--- config.mk ---
export PLATFORM = sky130hd
export DESIGN_NAME = decimal_field_formatter
export DESIGN_NICKNAME = d
export VERILOG_FILES = /design/src/design/dfmt_pkg.sv /design/src/design/dfmt_bcd_stage.sv /design/src/design/dfmt_layout.sv /design/src/design/dfmt_serializer.sv /design/src/design/decimal_field_formatter.sv
export VERILOG_INCLUDE_DIRS = /design/src /design/src/design
export SDC_FILE = /design/constraint.sdc
export NUM_CORES = 1
export LEC_CHECK = 0
export BUFFER_PORTS_ARGS = -buffer_cell sky130_fd_sc_hd__buf_2
export CAP_MARGIN = 10
export CORE_MARGIN = 4
export CORE_UTILIZATION = 58
export DETAILED_ROUTE_END_ITERATION = 7
export PLACE_DENSITY = 0.74
export SLEW_MARGIN = 20
export SYNTH_ARGS = -nofsm -noshare
export SYNTH_HDL_FRONTEND = slang
export SYNTH_SLANG_ARGS = --single-unit
--- constraint.sdc ---
create_clock -name clk -period 15.2 [get_ports clk]
set_input_delay 0 -clock clk [delete_from_list [all_inputs] [get_ports clk]]
set_output_delay 0 -clock clk [all_outputs]
set_load 0.02 [all_outputs]
--- src/design/assert_macros.svh ---
// ----------------------------------------------------------------------------
// Assertion macros
// Shared concurrent assertion forms, clocked on clk and disabled during rst.
// ----------------------------------------------------------------------------
`ifndef ASSERT_MACROS_SVH
`define ASSERT_MACROS_SVH

// The property must hold at every clock edge outside reset.
`define ASSERT_ALWAYS(label, prop, msg) \
  label: assert property (@(posedge clk) disable iff (rst) (prop)) else $error(msg);

// The consequent must hold in the same cycle as the antecedent.
`define ASSERT_IMPLIES(label, ante, cons, msg) \
  label: assert property (@(posedge clk) disable iff (rst) (ante) |-> (cons)) else $error(msg);

// The consequent must hold in the cycle after the antecedent.
`define ASSERT_NEXT(label, ante, cons, msg) \
  label: assert property (@(posedge clk) disable iff (rst) (ante) |=> (cons)) else $error(msg);

`endif

--- src/design/dfmt_pkg.sv ---
// ----------------------------------------------------------------------------
// dfmt_pkg
// Types, constants and helpers shared by the decimal field formatter.
// ----------------------------------------------------------------------------
`default_nettype none

package dfmt_pkg;

  localparam int FIELD_MAX   = 16;
  localparam int IDX_W       = $clog2(FIELD_MAX);
  localparam int LINE_D      = 1 << IDX_W;

  localparam int VALUE_W     = 31;
  localparam int FW_W        = 5;
  localparam int CFG_DATA_W  = 5;
  localparam int CFG_INDEX_W = 1;

  localparam int CONV_STAGES = 4;
  localparam int CONV_BITS   = 32;
  localparam int CONV_STEPS  = CONV_BITS / CONV_STAGES;
  localparam int DIGITS      = 10;
  localparam int BCD_W       = 4 * DIGITS;
  localparam int EXT_D       = (LINE_D > DIGITS) ? LINE_D : DIGITS;

  typedef logic [7:0] char_t;

  localparam char_t      CH_ZERO    = 8'h30;
  localparam char_t      CH_SPACE   = 8'h20;
  localparam char_t      CH_MARK    = 8'h2E;
  localparam logic [3:0] DIGIT_MASK = 4'hF;

  localparam logic [FW_W-1:0] FW_RESET = 5'd11;

  typedef enum logic [CFG_INDEX_W-1:0] {
    REG_FIELD_WIDTH,
    REG_GROUP_MARKS
  } cfg_reg_t;

  typedef struct packed {
    logic [CONV_BITS-1:0] bin;
    logic [BCD_W-1:0]     bcd;
  } conv_t;

  typedef logic [LINE_D-1:0][7:0] line_t;

  typedef struct packed {
    logic [IDX_W-1:0] last_idx;
    logic             group;
  } cfg_t;

  function automatic char_t digit_char(input logic [3:0] d, input logic shown);
    char_t ch;
    ch = shown ? (CH_ZERO + char_t'(d & DIGIT_MASK)) : CH_SPACE;
    return ch;
  endfunction

endpackage

`default_nettype wire

--- src/design/dfmt_bcd_stage.sv ---
// ----------------------------------------------------------------------------
// dfmt_bcd_stage
// One registered stage of the shift-and-add-3 binary to BCD conversion.
// ----------------------------------------------------------------------------
`default_nettype none
`include "assert_macros.svh"

module dfmt_bcd_stage (
  input  wire logic            clk,
  input  wire logic            rst,
  input  wire logic            in_valid,
  output logic                 in_ready,
  input  wire dfmt_pkg::conv_t in_data,
  output logic                 out_valid,
  input  wire logic            out_ready,
  output dfmt_pkg::conv_t      out_data
);
  import dfmt_pkg::*;

  conv_t step_next;
  logic  digits_ok;

  always_comb begin
    logic [CONV_BITS-1:0] b;
    logic [BCD_W-1:0]     d;
    b = in_data.bin;
    d = in_data.bcd;
    for (int s = 0; s < CONV_STEPS; s++) begin
      for (int i = 0; i < DIGITS; i++) begin
        if (d[4*i +: 4] >= 4'd5) begin
          d[4*i +: 4] = d[4*i +: 4] + 4'd3;
        end
      end
      d = {d[BCD_W-2:0], b[CONV_BITS-1]};
      b = {b[CONV_BITS-2:0], 1'b0};
    end
    step_next.bin = b;
    step_next.bcd = d;
  end

  assign in_ready = !out_valid || out_ready;

  always_ff @(posedge clk) begin
    if (rst) begin
      out_valid <= 1'b0;
    end else if (in_ready) begin
      out_valid <= in_valid;
      if (in_valid) begin
        out_data <= step_next;
      end
    end
  end

  always_comb begin
    digits_ok = 1'b1;
    for (int i = 0; i < DIGITS; i++) begin
      digits_ok = digits_ok && (out_data.bcd[4*i +: 4] <= 4'd9);
    end
  end

  `ASSERT_IMPLIES(a_digits_decimal, out_valid, digits_ok, "BCD digit out of range")
  `ASSERT_NEXT(a_stall_holds, out_valid && !out_ready, out_valid && $stable(out_data), "stalled stage changed")

endmodule

`default_nettype wire

--- src/design/dfmt_layout.sv ---
// ----------------------------------------------------------------------------
// dfmt_layout
// Registered stage that turns BCD digits into a right-aligned character line.
// ----------------------------------------------------------------------------
`default_nettype none

module dfmt_layout (
  input  wire logic            clk,
  input  wire logic            rst,
  input  wire dfmt_pkg::cfg_t  cfg,
  input  wire logic            in_valid,
  output logic                 in_ready,
  input  wire dfmt_pkg::conv_t in_data,
  output logic                 out_valid,
  input  wire logic            out_ready,
  output dfmt_pkg::line_t      out_line
);
  import dfmt_pkg::*;

  logic [4*EXT_D-1:0] bcd_ext;
  logic [EXT_D-1:0]   present;
  line_t              line_next;

  assign bcd_ext = (4*EXT_D)'(in_data.bcd);

  always_comb begin
    logic any;
    any = 1'b0;
    for (int i = EXT_D - 1; i >= 0; i--) begin
      any = any || (bcd_ext[4*i +: 4] != 4'd0);
      present[i] = any;
    end
  end

  always_comb begin
    for (int j = 0; j < LINE_D; j++) begin
      if (cfg.group && (j % 4 == 3)) begin
        line_next[j] = present[3*(j/4) + 3] ? CH_MARK : CH_SPACE;
      end else if (cfg.group) begin
        line_next[j] = digit_char(bcd_ext[4*(3*(j/4) + j%4) +: 4],
                                  present[3*(j/4) + j%4] || (j == 0));
      end else begin
        line_next[j] = digit_char(bcd_ext[4*j +: 4], present[j] || (j == 0));
      end
    end
  end

  assign in_ready = !out_valid || out_ready;

  always_ff @(posedge clk) begin
    if (rst) begin
      out_valid <= 1'b0;
    end else if (in_ready) begin
      out_valid <= in_valid;
      if (in_valid) begin
        out_line <= line_next;
      end
    end
  end

endmodule

`default_nettype wire

--- src/design/dfmt_serializer.sv ---
// ----------------------------------------------------------------------------
// dfmt_serializer
// Holds one character line and sends it out left to right, one per cycle while out_ready is high.
// ----------------------------------------------------------------------------
`default_nettype none
`include "assert_macros.svh"

module dfmt_serializer (
  input  wire logic            clk,
  input  wire logic            rst,
  input  wire dfmt_pkg::cfg_t  cfg,
  input  wire logic            in_valid,
  output logic                 in_ready,
  input  wire dfmt_pkg::line_t in_line,
  output logic                 out_valid,
  input  wire logic            out_ready,
  output dfmt_pkg::char_t      character,
  output logic                 last
);
  import dfmt_pkg::*;

  logic             busy;
  logic [IDX_W-1:0] idx;
  line_t            field_store;

  assign last      = (idx == '0);
  assign in_ready  = !busy || (out_ready && last);
  assign out_valid = busy;
  assign character = field_store[idx];

  always_ff @(posedge clk) begin
    if (rst) begin
      busy <= 1'b0;
      idx  <= '0;
    end else if (in_ready) begin
      busy <= in_valid;
      if (in_valid) begin
        field_store <= in_line;
        idx         <= cfg.last_idx;
      end
    end else if (out_ready) begin
      idx <= idx - 1'b1;
    end
  end

  `ASSERT_NEXT(a_stall_holds, busy && !out_ready, busy && $stable(idx), "stall moved the position")
  `ASSERT_NEXT(a_step_down, busy && out_ready && !last, busy && (idx == $past(idx) - 1'b1), "position skipped")
  `ASSERT_IMPLIES(a_within_field, busy, idx <= cfg.last_idx, "position beyond the field")

endmodule

`default_nettype wire

--- src/design/decimal_field_formatter.sv ---
// ----------------------------------------------------------------------------
// decimal_field_formatter
// Formats a binary value as a right-aligned decimal ASCII field.
//
//   Channel   Handshake              Payload
//   input     in_valid / in_ready    value[30:0]
//   output    out_valid / out_ready  character[7:0], last
//   config    cfg_write              cfg_index[0], cfg_data[4:0]
//
// After a transaction is accepted, it passes four conversion stages, one layout
// stage and the output register before the first character leaves.
// Each value occupies the output for field_width - 1 characters (field_width
// clamped to 2 .. 16), so the output port sets the sustained rate.
// Up to six values are in flight; the input takes one per cycle until full.
// A stall on the output holds each full stage that cannot pass its data on;
// nothing is dropped or repeated. Reset clears the valid bits and restores
// field_width 11 and no grouping.
`default_nettype none

module decimal_field_formatter (
  input  wire logic                               clk,
  input  wire logic                               rst,
  input  wire logic                               in_valid,
  output logic                                    in_ready,
  input  wire logic [dfmt_pkg::VALUE_W-1:0]       value,
  output logic                                    out_valid,
  input  wire logic                               out_ready,
  output logic [7:0]                              character,
  output logic                                    last,
  input  wire logic                               cfg_write,
  input  wire logic [dfmt_pkg::CFG_INDEX_W-1:0]   cfg_index,
  input  wire logic [dfmt_pkg::CFG_DATA_W-1:0]    cfg_data
);
  import dfmt_pkg::*;

  logic [FW_W-1:0]  field_width;
  logic             group_marks;
  logic [IDX_W:0]   fw_eff;
  cfg_t             cfg;

  wire  [CONV_STAGES:0] conv_valid;
  wire  [CONV_STAGES:0] conv_ready;
  wire  conv_t          conv_data [CONV_STAGES+1];

  logic  line_valid;
  logic  line_ready;
  line_t line_data;

  always_ff @(posedge clk) begin
    if (rst) begin
      field_width <= FW_RESET;
      group_marks <= 1'b0;
    end else if (cfg_write) begin
      case (cfg_reg_t'(cfg_index))
        REG_FIELD_WIDTH: field_width <= cfg_data[FW_W-1:0];
        REG_GROUP_MARKS: group_marks <= cfg_data[0];
        default: ;
      endcase
    end
  end

  always_comb begin
    if (32'(field_width) > FIELD_MAX) begin
      fw_eff = (IDX_W+1)'(FIELD_MAX);
    end else if (field_width < FW_W'(2)) begin
      fw_eff = (IDX_W+1)'(2);
    end else begin
      fw_eff = (IDX_W+1)'(field_width);
    end
    cfg.last_idx = IDX_W'(fw_eff - (IDX_W+1)'(2));
    cfg.group    = group_marks;
  end

  assign conv_valid[0] = in_valid;
  assign in_ready      = conv_ready[0];
  assign conv_data[0]  = '{bin: CONV_BITS'(value), bcd: '0};

  for (genvar g = 0; g < CONV_STAGES; g++) begin : g_conv
    dfmt_bcd_stage u_stage (
      .clk       (clk),
      .rst       (rst),
      .in_valid  (conv_valid[g]),
      .in_ready  (conv_ready[g]),
      .in_data   (conv_data[g]),
      .out_valid (conv_valid[g+1]),
      .out_ready (conv_ready[g+1]),
      .out_data  (conv_data[g+1])
    );
  end

  dfmt_layout u_layout (
    .clk       (clk),
    .rst       (rst),
    .cfg       (cfg),
    .in_valid  (conv_valid[CONV_STAGES]),
    .in_ready  (conv_ready[CONV_STAGES]),
    .in_data   (conv_data[CONV_STAGES]),
    .out_valid (line_valid),
    .out_ready (line_ready),
    .out_line  (line_data)
  );

  dfmt_serializer u_serializer (
    .clk       (clk),
    .rst       (rst),
    .cfg       (cfg),
    .in_valid  (line_valid),
    .in_ready  (line_ready),
    .in_line   (line_data),
    .out_valid (out_valid),
    .out_ready (out_ready),
    .character (character),
    .last      (last)
  );

endmodule

`default_nettype wire
==> reports/metrics.csv, run 1 <==
metric,value,unit
status,completed,
initial antenna violation count,0,
relative slew slack,23.6,%
Buffers on Ports,49,
Post-synth EDFFs,264,
gr usage total,22.6,%
peak per-stage delay on the critical path,0.77,ns
CTS Buf Count,34,
fmax,128,MHz
Synthesis Warnings,0,
gr ovfl total,0,
worst-skew pair later-pin latency,0.56,ns
Worst R2R Setup Slack,7.39,ns
NumNets Final,3494,
layout cells sized above 1,10.7,%
clock-pin slew on the worst setup and hold paths,0.06,ns
RePlAce Congestion,0.846,
Routed Antenna Nets,0,
global-route wire length before repair,106000,um
"critical path fanouts, max",14,
Crit-path slowest cell,xnor2_1,
diode count,0,
Tmin final,7.81,ns
Die W,228,um
Clock Sinks,280,
Synth Cell Area,28100,um^2
chip height,228,um
CTS tree,done,
final worst-path cycle share,51.4,%
wire length per cell,15.7,um
Root Buffer,clkbuf_16,
die area,52100,um^2
Area growth syn-to-layout,7.78,%
average cell area after synthesis,8.51,um^2
Synth Flop Type,edfxtp_1,
DRC violations left,0,
CP Class,flop to flop,
area of the core,47800,um^2
count of cell types in the netlist,126,
largest net degree at the start of global routing,60,
initial core utilization,58.8,%
# H-tree levels,2,
sequential fraction of the synthesis area,29.3,%
Routed WL,62200,um
max cap viols,0,
via/cell ratio,6.37,
post-DP HPWL,44900,um
crit path capture type,flop,
crit path DAT,8.11,ns
IO Count,53,
Mapped Cells,3305,
Final Skew,0.0206,ns
#FFs+latches synth,280,
FP Rows,80,
maximum root-to-sink buffer count,3,
Pre-antenna DRT Iters,5,
Setup crit start kind,flop,
Slew @ Worst Pin,1.14,ns
initial DRC count,1781,
RSZ-0062 raised after global routing,false,
final count of hold timing violations,0,
post-CTS setup buffer count,0,
vias in the first global route,23426,
Finish-stage setup viols,0,
Slew Limit Fails,0,
min-delay worst type,input pin to flop,
setup TNS,0,ns
"Req. time, crit path",15.50,ns
asr flop ratio synth,0,%
vias,25216,
## kinds of logic after synthesis
group | share of synthesized area, %
buffers and inverters | 4.78
AOI/OAI and AO/OA | 29.2
muxes | 7.87
adders and majority gates | 5.91
and+or+nand+nor | 19.5
other | 0.0267
DFF | 29.3
xor gates and xnor gates | 3.37
## cell usage in the layout, fill, tap and decap left out, types with 24 or more instances in the layout
master / instances
a211o_1: 27
a211oi_1: 67
a21o_1: 49
a21oi_1: 221
a31oi_1: 43
and2_1: 51
and3_1: 29
buf_2: 49
clkbuf_16: 34
dlygate4sd3_1: 47
edfxtp_1: 264
ha_1: 132
inv_1: 199
mux2_2: 83
mux2i_1: 91
nand2_1: 271
nand2b_1: 62
nand3_1: 95
nor2_1: 270
nor2b_1: 34
nor3_1: 70
nor4_1: 24
o211ai_1: 61
o21a_1: 45
o21ai_0: 199
o21ai_1: 33
o21bai_1: 27
o22ai_1: 43
or2_2: 46
or3_1: 36
xnor2_1: 67
xor2_1: 28
## layout make-up
class / count / area, um^2
Tap cell: 615 / 769
Timing Repair Buffer: 108 / 806
Fill cell: 3880 / 17500
Sequential cell: 280 / 8250
Multi-Input combinational cell: 2690 / 18600
Clock buffer: 42 / 891
Clock inverter: 20 / 230
Inverter: 206 / 773
## final timing paths
| kind | to | cells past startpoint | from |
|---|---|---|---|
| min reg2reg | u_serializer.field_store[49]$_DFFE_PP_ | 0 | u_layout.out_line[49]$_DFFE_PP_ |
| min | g_conv[0].u_stage.out_data[8]$_SDFFCE_PP0P_ | 3 | value[29] |
| max | g_conv[2].u_stage.out_data[25]$_DFFE_PP_ | 34 | g_conv[1].u_stage.out_data[12]$_DFFE_PP_ |
| max reg2reg | g_conv[2].u_stage.out_data[25]$_DFFE_PP_ | 34 | g_conv[1].u_stage.out_data[12]$_DFFE_PP_ |
## routing by layer
metal  share of wire [%]  up-vias  GRT usage, %  wire length (um)
met5                   0        -             0                 0
met3                 3.8       79          2.56              2340
met1                  46    11920          29.7             28500
li1                    -    12688             -                 -
met2                  49      529          40.2             30300
met4                 1.6        0          5.45               964
## sequential cells by signal (all words and copies together) (netlist names)
| name | count |
|---|---|
| u_serializer.field_store | 59 |
| g_conv.u_stage.out_valid | 4 |
| group_marks | 1 |
| u_serializer.idx | 4 |
| u_serializer.out_valid | 1 |
| u_layout.out_valid | 1 |
| g_conv.u_stage.out_data | 146 |
| field_width | 5 |
| u_layout.out_line | 59 |
## metrics by stage
step | instance area [um^2] | cells | hold slack (ns) | utilization (%) | setup WS (ns)
finish | 30300 | 3961 | 0.0648 | 63.4 | 7.39
detailed placement | 28700 | 3852 | 0.178 | 60.0 | 7.56
floorplan | 28100 | 3306 | 0.0989 | - | 8.50
global route | 30300 | 3961 | 0.115 | 63.4 | 6.72
global placement | 28700 | 3852 | 0.177 | 60.0 | 7.92
CTS | 30300 | 3961 | 0.0397 | 63.3 | 7.53
## synthesized netlist by cell type, drive strengths merged (44+ instances only)
cell type / instances / share of area [%]
nand2: 272 / 3.6
mux2: 84 / 3.4
clkbuf: 96 / 1.3
a211oi: 81 / 2.4
o21a: 46 / 1.2
a21o: 49 / 1.3
o21ai: 235 / 4.2
nor2: 270 / 3.6
xnor2: 70 / 2.3
nand2b: 62 / 1.4
o211ai: 65 / 1.8
edfxtp: 264 / 28
mux2i: 96 / 3.5
and2: 52 / 1.2
nor3: 71 / 1.3
ha: 132 / 5.9
inv: 204 / 2.7
a31oi: 44 / 0.98
or2: 53 / 1.2
a21oi: 226 / 4.1
nand3: 97 / 1.8
## critical path, delay by kind of cell, from the launching register on
family	cells	cell delay, ns
XOR/XNOR	2	0.95
AO/OA/AOI/OAI	10	1.69
buffers and inverters	4	0.36
adder cells (fa/ha/maj)	6	1.41
AND/OR/NAND/NOR	11	2.40
flip-flops	1	0.44
multiplexers	1	0.30
## repair_timing
action / 4_1_cts / 5_1_grt
hold buffers: 47 / 0
endpoints found under the hold margin: 44 / 0
resized for setup: 0 / 0
Power of run 1 is not shown: default switching activity piles up to over one toggle a cycle in this logic, so the estimate is an artifact.
==> run 2, diff against run 1 <==
--- a/config.mk
+++ b/config.mk
@@ -6,12 +6,13 @@
 export SDC_FILE = /design/constraint.sdc
 export NUM_CORES = 1
 export LEC_CHECK = 0
+export ABC_AREA = 1
 export BUFFER_PORTS_ARGS = -buffer_cell sky130_fd_sc_hd__buf_2
 export CAP_MARGIN = 10
 export CORE_MARGIN = 4
 export CORE_UTILIZATION = 58
 export DETAILED_ROUTE_END_ITERATION = 7
-export PLACE_DENSITY = 0.74
+export PLACE_DENSITY = 0.78
 export SLEW_MARGIN = 20
 export SYNTH_ARGS = -nofsm -noshare
 export SYNTH_HDL_FRONTEND = slang
==> constraint.sdc (replaced) <==
create_clock -name clk -period 6.6 [get_ports clk]
set_input_delay 0 -clock clk [delete_from_list [all_inputs] [get_ports clk]]
set_output_delay 0 -clock clk [all_outputs]
set_load 0.02 [all_outputs]
==> run 2 against run 1 <==
Net effect:
- register-to-register slack got worse by 6.8 ns
- first-iteration DRC count fell by 45%
- utilization rose by 1.4 points
- die area down 11%
- count of clock-buffer cells in the layout is 9 lower
- cell count is 1.8% higher
- global-route usage shrank 2.1 points
- critical path depth up 9
- via count is 16% lower
- fmax rose by 29%
- critical endpoint is now g_conv[2].u_stage.out_data[10]$_DFFE_PP_
==> reports/metrics.csv, run 2 <==
metric,value,unit,change
status,completed,,
max cap viols,0,,unchanged
area of the core,42200,um^2,-12%
"top cells by count, synth","1034 x nand2_1, 548 x inv_1, 291 x nand3_1",,
Finish-stage setup viols,0,,unchanged
worst-skew pair later-pin latency,0.58,ns,+0.02 ns
"critical path fanouts, max",5,,-9
post-DP HPWL,36900,um,-18%
# H-tree levels,1,,-1
setup ws final,0.546,ns,-6.84 ns
"commonest non-fill, non-tap cell in the layout",nand2_1,,
Hold Path End,g_conv[0].u_stage.out_data[7]$_DFFE_PP_,,
GR Util met2,42.2,%,+2.0 points
Root Buffer,clkbuf_16,,
Crit-path slowest cell,edfxtp_1,,
GR Util met1,21.5,%,-8.1 points
diode count,0,,unchanged
Largest Register,g_conv.u_stage.out_data,,
Slew @ Worst Pin,0.952,ns,-0.185 ns
pre-CTS setup slack,0.365,ns,-7.19 ns
Buffers on Ports,49,,unchanged
maximum root-to-sink buffer count,3,,unchanged
initial DRC count,971,,-45%
Setup crit start kind,flop,,
terminus of the critical flop-to-flop path,g_conv[2].u_stage.out_data[10]$_DFFE_PP_,,
vias in the first global route,20954,,-11%
average cell area after synthesis,7.42,um^2,-13%
Synth area leaders,"edfxtp_1 32%, nand2_1 16%, inv_1 8.3%",,
CP Class,flop to flop,,
Worst R2R Setup Slack,0.55,ns,-6.84 ns
CTS Buf Count,31,,-8.8%
NumNets Final,3642,,+4.2%
FP Rows,75,,-6.3%
global-route wire length before repair,85300,um,-19%
Mapped Cells,3358,,+1.6%
r2r startpoint,g_conv[1].u_stage.out_data[4]$_DFFE_PP_,,
Tmin final,6.05,ns,-1.76 ns
wire length per cell,12.0,um,-23%
RSZ-0062 raised after global routing,false,,
fillcell total,3468,,-11%
final count of hold timing violations,0,,unchanged
die area,46400,um^2,-11%
chip height,215,um,-5.7%
vias,21254,,-16%
Hold Crit Start,value[29],,
Synth Flop Type,edfxtp_1,,
crit path capture type,flop,,
relative slew slack,36.5,%,+13 points
RePlAce Congestion,0.898,,+6.1%
Area growth syn-to-layout,9.77,%,
Final Skew,0.0188,ns,-0.00185 ns
most frequent cell after synthesis,nand2_1,,
DRC violations left,0,,unchanged
sequential fraction of the synthesis area,33.1,%,+3.8 points
via/cell ratio,5.27,,-17%
post-synth top area cell,edfxtp_1,,
Die W,215,um,-5.7%
most frequent cells in the layout,"1034 x nand2_1, 547 x inv_1, 288 x nand3_1",,
Clock Sinks,280,,unchanged
Top Usage Layer GRT,met2,,
Routed Antenna Nets,0,,unchanged
gr usage total,20.6,%,-2.1 points
Synthesis Warnings,0,,unchanged
Hold WS,0.0533,ns,-0.0115 ns
layout cells sized above 1,17.9,%,+7.2 points
# placed instances,3924,,+1.9%
Largest regs,"g_conv.u_stage.out_data: 146 flops, u_layout.out_line: 59 flops, u_serializer.field_store: 59 flops",,
Synth Cell Area,24900,um^2,-11%
count of cell types in the netlist,50,,-60%
FF-to-FF path depth,43,,+26%
fmax,165,MHz,+29%
#FFs+latches synth,280,,unchanged
peak per-stage delay on the critical path,0.42,ns,-0.35 ns
gr ovfl total,0,,unchanged
Pre-antenna DRT Iters,6,,+1
initial antenna violation count,0,,unchanged
Slew Limit Fails,0,,unchanged
IO Count,53,,unchanged
final worst-path cycle share,91.7,%,+40 points
crit path DAT,6.39,ns,-1.72 ns
min-delay worst type,input pin to flop,,
initial core utilization,59.0,%,+0.24 points
Post-Layout Cell Count,4032,,+1.8%
Largest register FFs,146,,unchanged
Synth top area share,31.8,%,+3.6 points
"most used cell, CP",nand2_1,,
M3 GR Usage,2.22,%,-0.34 points
clock-pin slew on the worst setup and hold paths,0.06,ns,about the same
Worst Hold Depth,3,,unchanged
largest net degree at the start of global routing,60,,unchanged
"Req. time, crit path",6.94,ns,-8.56 ns
Routed WL,48500,um,-22%
setup TNS,0,ns,unchanged
CTS tree,done,,
asr flop ratio synth,0,%,unchanged
Post-synth EDFFs,264,,unchanged
## run 2: changes by cell type after synthesis, sizes merged, moves of 75 or more
cell and delta:
nand2 +1009, inv +369, nand3 +309, a21oi -183, nor2 -183, mux2i -96
nand4 +95, mux2 -84, a211oi -75
## run 2: layer usage
layer,vias to the layer above,routed length [um]
met5,-,0
met4,0,1510
met3,106,1140
met2,273,26300
met1,9698,19500
li1,11177,-
## run 2: worst max-delay path: cells and delay by family, from the launching register on
kind	cells	cell delay [ns]
buffers and inverters	5	0.40
DFF	1	0.42
adders and majority gates	7	1.36
and+or+nand+nor	31	3.62
## run 2: cell type report
| type | instances | area [um^2] | area share, % |
|---|---|---|---|
| Clock inverter | 25 | 248 | 0.905 |
| Tap cell | 539 | 674 | 2.46 |
| Inverter | 577 | 2170 | 7.92 |
| Timing Repair Buffer | 106 | 796 | 2.91 |
| Sequential cell | 280 | 8250 | 30.1 |
| Multi-Input combinational cell | 2472 | 14500 | 52.8 |
| Clock buffer | 33 | 783 | 2.86 |
## run 2: worst max path at each step
stage | to | startpoint | cells after the start | slack, ns
after floorplan | g_conv[2].u_stage.out_data[9]$_DFFE_PP_ | g_conv[1].u_stage.out_data[8]$_DFFE_PP_ | 43 | 1.05
after global placement | g_conv[2].u_stage.out_data[10]$_DFFE_PP_ | g_conv[1].u_stage.out_data[4]$_DFFE_PP_ | 43 | 0.82
after detailed placement | g_conv[2].u_stage.out_data[10]$_DFFE_PP_ | g_conv[1].u_stage.out_data[4]$_DFFE_PP_ | 43 | 0.37
after CTS | g_conv[2].u_stage.out_data[10]$_DFFE_PP_ | g_conv[1].u_stage.out_data[4]$_DFFE_PP_ | 43 | 0.34
after global routing | g_conv[3].u_stage.out_data[10]$_DFFE_PP_ | g_conv[2].u_stage.out_data[4]$_DFFE_PP_ | 44 | 0.005
final | g_conv[2].u_stage.out_data[10]$_DFFE_PP_ | g_conv[1].u_stage.out_data[4]$_DFFE_PP_ | 43 | 0.55
## run 2: repair_timing
item	in CTS	in global routing
resized for setup	0	10
buffers inserted	0	1
setup endpoints to repair	0	16
hold buffers	49	0
endpoints found under the hold margin	45	0
## run 2: kinds of logic (layout without fill, tap and decap cells)
family | count (synthesis) | in the layout | synth area share (%)
compound gates | 290 | 290 | 7.68
xor+xnor | 81 | 81 | 3.70
fa+ha+maj | 132 | 132 | 6.62
buf+inv | 607 | 741 | 9.18
flops | 280 | 280 | 33.1
other cells | 2 | 3 | 0.0301
simple gates | 1966 | 1966 | 39.7
## run 2: stage by stage
stage / utilization, % / cell area [um^2]
floorplan: - / 24900
global placement: 61.1 / 25800
detailed placement: 61.1 / 25800
CTS: 64.7 / 27300
global route: 64.8 / 27400
finish: 64.8 / 27400
Power of run 2 is left out for the same reason.
